<file path="src/rtl/nstk_pkg.sv">
`timescale 1ns / 1ps
// Package for the nearest section top-k selector.
// Holds beat types, codes and fixed widths shared by the interfaces and modules.
package nstk_pkg;

    // Widest shift amount: fraction bits plus section size log2 stays below 32.
    localparam int SHIFT_W = 5;

    // Input opcodes.
    typedef enum logic [1:0] {
        OP_FRAME_START = 2'd0,
        OP_SECTION     = 2'd1,
        OP_FRAME_END   = 2'd2
    } t_op;

    // Result kinds.
    typedef enum logic [1:0] {
        KIND_REQUEST = 2'd0,
        KIND_TARGET  = 2'd1,
        KIND_DONE    = 2'd2
    } t_kind;

    // Configuration register indexes.
    typedef enum logic [2:0] {
        CFG_ENABLE          = 3'd0,
        CFG_SECTION_LOG2    = 3'd1,
        CFG_QUEUE_RADIUS_XZ = 3'd2,
        CFG_QUEUE_RADIUS_Y  = 3'd3,
        CFG_SYNC_RADIUS_XZ  = 3'd4,
        CFG_SYNC_RADIUS_Y   = 3'd5,
        CFG_SYNC_PER_FRAME  = 3'd6,
        CFG_FORCE_PER_FRAME = 3'd7
    } t_cfg_idx;

    // Main sequencer states.
    typedef enum logic [2:0] {
        S_IDLE,
        S_DECODE,
        S_DIST,
        S_SCAN,
        S_EMIT
    } t_state;

    // Distance unit phases.
    typedef enum logic [1:0] {
        D_IDLE,
        D_DIFF,
        D_MUL,
        D_ACC
    } t_dstate;

    // One input beat.
    typedef struct packed {
        logic [1:0]         opcode;
        logic signed [31:0] cam_x;
        logic signed [31:0] cam_y;
        logic signed [31:0] cam_z;
        logic signed [15:0] section_x;
        logic signed [15:0] section_y;
        logic signed [15:0] section_z;
        logic               terrain_ready;
        logic               foliage_ready;
    } t_in_beat;

    // One result beat.
    typedef struct packed {
        logic [1:0]         kind;
        logic signed [15:0] out_x;
        logic signed [15:0] out_y;
        logic signed [15:0] out_z;
        logic               last;
    } t_out_beat;

endpackage

</file>
<file path="src/rtl/nstk_dist.sv">
`timescale 1ns / 1ps
// Squared distance unit: one shared 32x32 multiplier walked over the three axes.
// Depends on nstk_pkg for the phase type and shift width.
module nstk_dist #(
    parameter int FRAC_BITS = 8
) (
    input  logic                         i_clk,
    input  logic                         i_rst_n,
    input  logic                         i_start,
    input  logic [3:0]                   i_log2,
    input  logic signed [15:0]           i_sec_x,
    input  logic signed [15:0]           i_sec_y,
    input  logic signed [15:0]           i_sec_z,
    input  logic signed [31:0]           i_pos_x,
    input  logic signed [31:0]           i_pos_y,
    input  logic signed [31:0]           i_pos_z,
    output logic                         o_done,
    output logic [63:0]                  o_dist
);

    // Center is (2c+1) shifted by up to FRAC_BITS+15; camera is pos doubled.
    localparam int CW = 17 + FRAC_BITS + 15;
    localparam int DW = ((CW > 33) ? CW : 33) + 1;

    nstk_pkg::t_dstate r_state, n_state;
    logic [1:0]         r_axis;
    logic [31:0]        r_abs;
    logic               r_sat;
    logic [63:0]        r_sq;
    logic [63:0]        r_acc;
    logic               r_done;

    logic [nstk_pkg::SHIFT_W-1:0] shamt;
    logic signed [15:0]           coord;
    logic signed [31:0]           pos;
    logic signed [DW-1:0]         center;
    logic signed [DW-1:0]         cam2;
    logic signed [DW-1:0]         diff;
    logic [DW-1:0]                mag;
    logic [64:0]                  sum;

    assign shamt = nstk_pkg::SHIFT_W'(FRAC_BITS) + nstk_pkg::SHIFT_W'(i_log2);

    // Axis selection for the difference step.
    always_comb begin
        unique case (r_axis)
            2'd0: begin
                coord = i_sec_x;
                pos   = i_pos_x;
            end
            2'd1: begin
                coord = i_sec_y;
                pos   = i_pos_y;
            end
            default: begin
                coord = i_sec_z;
                pos   = i_pos_z;
            end
        endcase
    end

    // Offset from the camera to the section center, in half-LSB units.
    always_comb begin
        center = DW'($signed({coord, 1'b1})) <<< shamt;
        cam2   = DW'($signed({pos, 1'b0}));
        diff   = center - cam2;
        mag    = diff[DW-1] ? DW'(-diff) : DW'(diff);
        sum    = {1'b0, r_acc} + {1'b0, r_sq};
    end

    // Next phase.
    always_comb begin
        n_state = r_state;
        unique case (r_state)
            nstk_pkg::D_IDLE: if (i_start) n_state = nstk_pkg::D_DIFF;
            nstk_pkg::D_DIFF: n_state = nstk_pkg::D_MUL;
            nstk_pkg::D_MUL:  n_state = nstk_pkg::D_ACC;
            nstk_pkg::D_ACC:  n_state = (r_axis == 2'd2) ? nstk_pkg::D_IDLE : nstk_pkg::D_DIFF;
        endcase
    end

    // Control registers.
    always_ff @(posedge i_clk) begin
        if (!i_rst_n) begin
            r_state <= nstk_pkg::D_IDLE;
            r_axis  <= 2'd0;
            r_done  <= 1'b0;
        end else begin
            r_state <= n_state;
            r_done  <= (r_state == nstk_pkg::D_ACC) && (r_axis == 2'd2);
            if (r_state == nstk_pkg::D_IDLE) begin
                r_axis <= 2'd0;
            end else if (r_state == nstk_pkg::D_ACC) begin
                r_axis <= r_axis + 2'd1;
            end
        end
    end

    // Datapath: magnitude, square, saturating accumulate.
    always_ff @(posedge i_clk) begin
        if (r_state == nstk_pkg::D_IDLE && i_start) begin
            r_acc <= '0;
        end
        if (r_state == nstk_pkg::D_DIFF) begin
            r_abs <= mag[31:0];
            r_sat <= |mag[DW-1:32];
        end
        if (r_state == nstk_pkg::D_MUL) begin
            r_sq <= r_sat ? '1 : (64'(r_abs) * 64'(r_abs));
        end
        if (r_state == nstk_pkg::D_ACC) begin
            r_acc <= sum[64] ? '1 : sum[63:0];
        end
    end

    assign o_done = r_done;
    assign o_dist = r_acc;

endmodule

</file>
<file path="config.mk">
export PLATFORM = sky130hd
export DESIGN_NAME = nstk_dist
export DESIGN_NICKNAME = d
export VERILOG_FILES = /design/src/rtl/nstk_pkg.sv /design/src/rtl/nstk_dist.sv
export SDC_FILE = /design/constraint.sdc
export NUM_CORES = 2
export LEC_CHECK = 0
export ABC_AREA = 0
export BUFFER_PORTS_ARGS = -buffer_cell sky130_fd_sc_hd__buf_2
export CAP_MARGIN = 20
export CELL_PAD_IN_SITES_DETAIL_PLACEMENT = 0
export CELL_PAD_IN_SITES_GLOBAL_PLACEMENT = 2
export CORE_MARGIN = 3
export CORE_UTILIZATION = 40
export DETAILED_ROUTE_END_ITERATION = 7
export GPL_TIMING_DRIVEN = 0
export PLACE_DENSITY = 0.79
export RECOVER_POWER = 25
export SYNTH_ARGS = -nofsm -noshare
export SYNTH_HDL_FRONTEND = slang
export SYNTH_SLANG_ARGS = --single-unit
</file>
<file path="constraint.sdc">
create_clock -name i_clk -period 23.5 [get_ports i_clk]
set_input_delay 3.525 -clock i_clk [delete_from_list [all_inputs] [get_ports i_clk]]
set_output_delay 3.525 -clock i_clk [all_outputs]
set_load 0.1 [all_outputs]
</file>
==> metrics <==
number of flops mapped to enable cells by yosys=161; initial core utilization=0.405; Synth area leader=fa_1; pin count of the biggest net entering global routing=65; ANT nets after route=0; top cells by area, synth=fa_1 37%, ha_1 12%, edfxtp_1 11%, inv_1 8.5%, nand2_1 3.8%; setup bufs post-CTS=0; critical path fanouts, max=10; Die Area=0.113 mm^2; post-layout util=0.437; Hold Crit Class=reg -> reg; CORE AREA=0.108 mm^2; CTS tree=done; post-DP HPWL=118000 um; fin nets=6312; Total Wirelength=140000 um; Pre-Repair DR Iteration Count=5; failing checks=capacitance limit, slew limit; cts bufs inserted=17; CP Class=reg -> reg; antenna violations before repair=6; Fmax=93.6 MHz; Initial DRC Count=2173; FFs w/ async S/R, synth=0; vias in the first global route=35158; worst r2r dst=r_sq[63]$_SDFFCE_PP1N_; # rows=120; actual slew at the worst max-slew pin=2.68 ns; first-pass GRT wire length=213000 um; status=finished with violations; layout cell share with drive strength beyond 1=0.0672; routability cong.=0.963; Global Route Usage Sum=0.252; fin crit period=10.68 ns; WL/cell=22.0 um; synth warn=0; Reg-to-Reg Start=r_abs[6]$_DFFE_PN_; fill count=10751; Mean Syn Cell Area=9.23 um^2; top_reg_cell synth=edfxtp_1; setup_tns=0 ns; hold path depth=2; Critical Path RT=23.80 ns; Synth top area share=0.365; GRT Residual Overflow=0; Yosys cell types=99; Final Skew=0.0434 ns; Hold Path Sink=r_axis[1]$_SDFFE_PP0P_; final period utilization=0.455; area taken by multi-input logic gates=0.0341 mm^2; Max Slew Vio Count=98; Residual DRC=0; H-tree depth=4; register cell area after layout=0.00493 mm^2; Die H=336 um; # Max-Cap Violations=2; die width=336 um; reg2reg path depth=27; root buffer cell=clkbuf_16; via/cell ratio=5.18; FF-to-FF setup slack=12.82 ns; hold buffer count at CTS=0; clock-pin slew on the worst setup and hold paths=0.11 ns; Hold Startpoint=r_axis[1]$_SDFFE_PP0P_; via count=33001; Clock Path Buffers=2; Worst EP arrival=10.98 ns; most common cell in the netlist=inv_1; synthesized area=0.0435 mm^2; Worst-Skew Late Latency=0.51 ns; IO buf count=214; clock sink count=166; post-CTS sizing=0; CP Capture Type=flop; CP startpoint kind=flop; Mapped Cells=4716; final setup violation count=0; RSZ-0062 raised after global routing=no; top post-synthesis cells by count=988 x inv_1, 794 x fa_1, 436 x nand2_1; Worst slew margin=-0.784; # IOs=216; sequential-to-total area share from yosys stat=0.113; post-synthesis register bit count=166; Area Overhead vs Synth=8.03%; Final Hold Viols=0
-- state kept, by name, summed over array words and instances, names as in the netlist --
signal   flops
r_axis       2
r_state      2
r_sat        1
o_done       1
o_dist      64
r_sq        64
r_abs       32
-- routing by layer --
layer | share of wire | track usage
met4 | 0.032 | 0.0783
met3 | 0.073 | 0.0465
met2 | 0.46 | 0.415
met5 | 0 | 0
met1 | 0.43 | 0.338
-- cells in the final DEF (no fill, tap or decap), types with 7 or more instances in the layout --
| master | n |
|---|---|
| and3_1 | 27 |
| ha_1 | 408 |
| o211ai_1 | 13 |
| o21ai_0 | 106 |
| a21boi_0 | 59 |
| nor3_1 | 27 |
| mux2_2 | 12 |
| nor2b_1 | 42 |
| buf_1 | 11 |
| nand2_1 | 436 |
| inv_1 | 988 |
| a22o_1 | 38 |
| o31ai_1 | 16 |
| nand2b_1 | 19 |
| conb_1 | 10 |
| nor2_1 | 170 |
| buf_2 | 219 |
| edfxtp_1 | 161 |
| xor2_1 | 90 |
| a41oi_1 | 7 |
| o21bai_1 | 27 |
| xnor2_1 | 122 |
| a31o_2 | 17 |
| fa_1 | 794 |
| clkbuf_16 | 17 |
| a311oi_1 | 8 |
| mux2i_1 | 33 |
| nand3_1 | 41 |
| o21a_1 | 33 |
| o22ai_1 | 8 |
| and2_1 | 238 |
| clkbuf_1 | 172 |
| a21o_1 | 93 |
| o21ai_1 | 8 |
| a31oi_1 | 27 |
| a211oi_1 | 22 |
| a21oi_1 | 247 |
| nand4_1 | 34 |
| or2_2 | 13 |
| a22oi_1 | 16 |
-- per-stage QoR --
step           instance area, um^2  instances  worst slack (ns)  hold WS (ns)
5_1_grt                      47000       6375             12.56         0.601
3_5_place_dp                 46400       6342             12.93         0.544
4_1_cts                      47000       6374             12.91         0.560
2_1_floorplan                43500       4724             15.52         0.470
6_report                     47000       6376             12.82         0.558
3_3_place_gp                 46400       6341             12.94         0.515
-- cells by family after synthesis --
group                    share of synthesized area
adder cells (fa/ha/maj)                      0.483
buffers and inverters                        0.103
multiplexers                                0.0107
XOR/XNOR                                    0.0427
AO/OA/AOI/OAI                                0.123
AND/OR/NAND/NOR                              0.124
flip-flops                                   0.113
other                                     0.000173
-- worst max-delay path: stages, from the launching register on --
cell and delay, ns:
edfxtp_1 0.47, clkbuf_1 0.50, clkbuf_1 0.74, inv_1 0.39, nor2_1 0.25, fa_1 0.56, fa_1 0.53, fa_1 0.56
inv_1 0.05, fa_1 0.48, inv_1 0.05, fa_1 0.48, fa_1 0.58, fa_1 0.43, fa_1 0.66, ha_1 0.36
a21o_1 0.20, a21o_1 0.17, a21o_1 0.20, a311o_1 0.41, a221oi_1 0.35, o21ai_0 0.13, a31oi_1 0.58, o21ai_1 0.26
a221oi_1 0.47, o21ai_1 0.22, nand4_1 0.12, nor3b_1 0.26
-- layout make-up --
| class | instances | area share |
|---|---|---|
| diodes | 1 | 0.0000532 |
| plain buffers | 191 | 0.0162 |
| clock buffers | 17 | 0.00905 |
| clock inverters | 15 | 0.00391 |
| inverters | 993 | 0.0793 |
| multi-input cells | 3374 | 0.726 |
| flip-flops and latches | 166 | 0.105 |
| well taps | 1403 | 0.0373 |
| repair buffers | 216 | 0.0232 |
-- worst max-delay path by stage --
stage                             startpoint                endpoint  slack [ns]  cells after the start
final                     r_abs[6]$_DFFE_PN_  r_sq[63]$_SDFFCE_PP1N_       12.82                     27
after CTS                 r_abs[5]$_DFFE_PN_  r_sq[63]$_SDFFCE_PP1N_       12.91                     27
after detailed placement  r_abs[5]$_DFFE_PN_  r_sq[63]$_SDFFCE_PP1N_       12.93                     27
after global placement    r_abs[5]$_DFFE_PN_  r_sq[63]$_SDFFCE_PP1N_       12.94                     27
after global routing      r_abs[5]$_DFFE_PN_  r_sq[63]$_SDFFCE_PP1N_       12.56                     27
after floorplan           r_abs[2]$_DFFE_PN_  r_sq[61]$_SDFFCE_PP1N_       15.52                     27
Power is not shown: default switching activity piles up to over one toggle a cycle in this logic, so the estimate is an artifact.
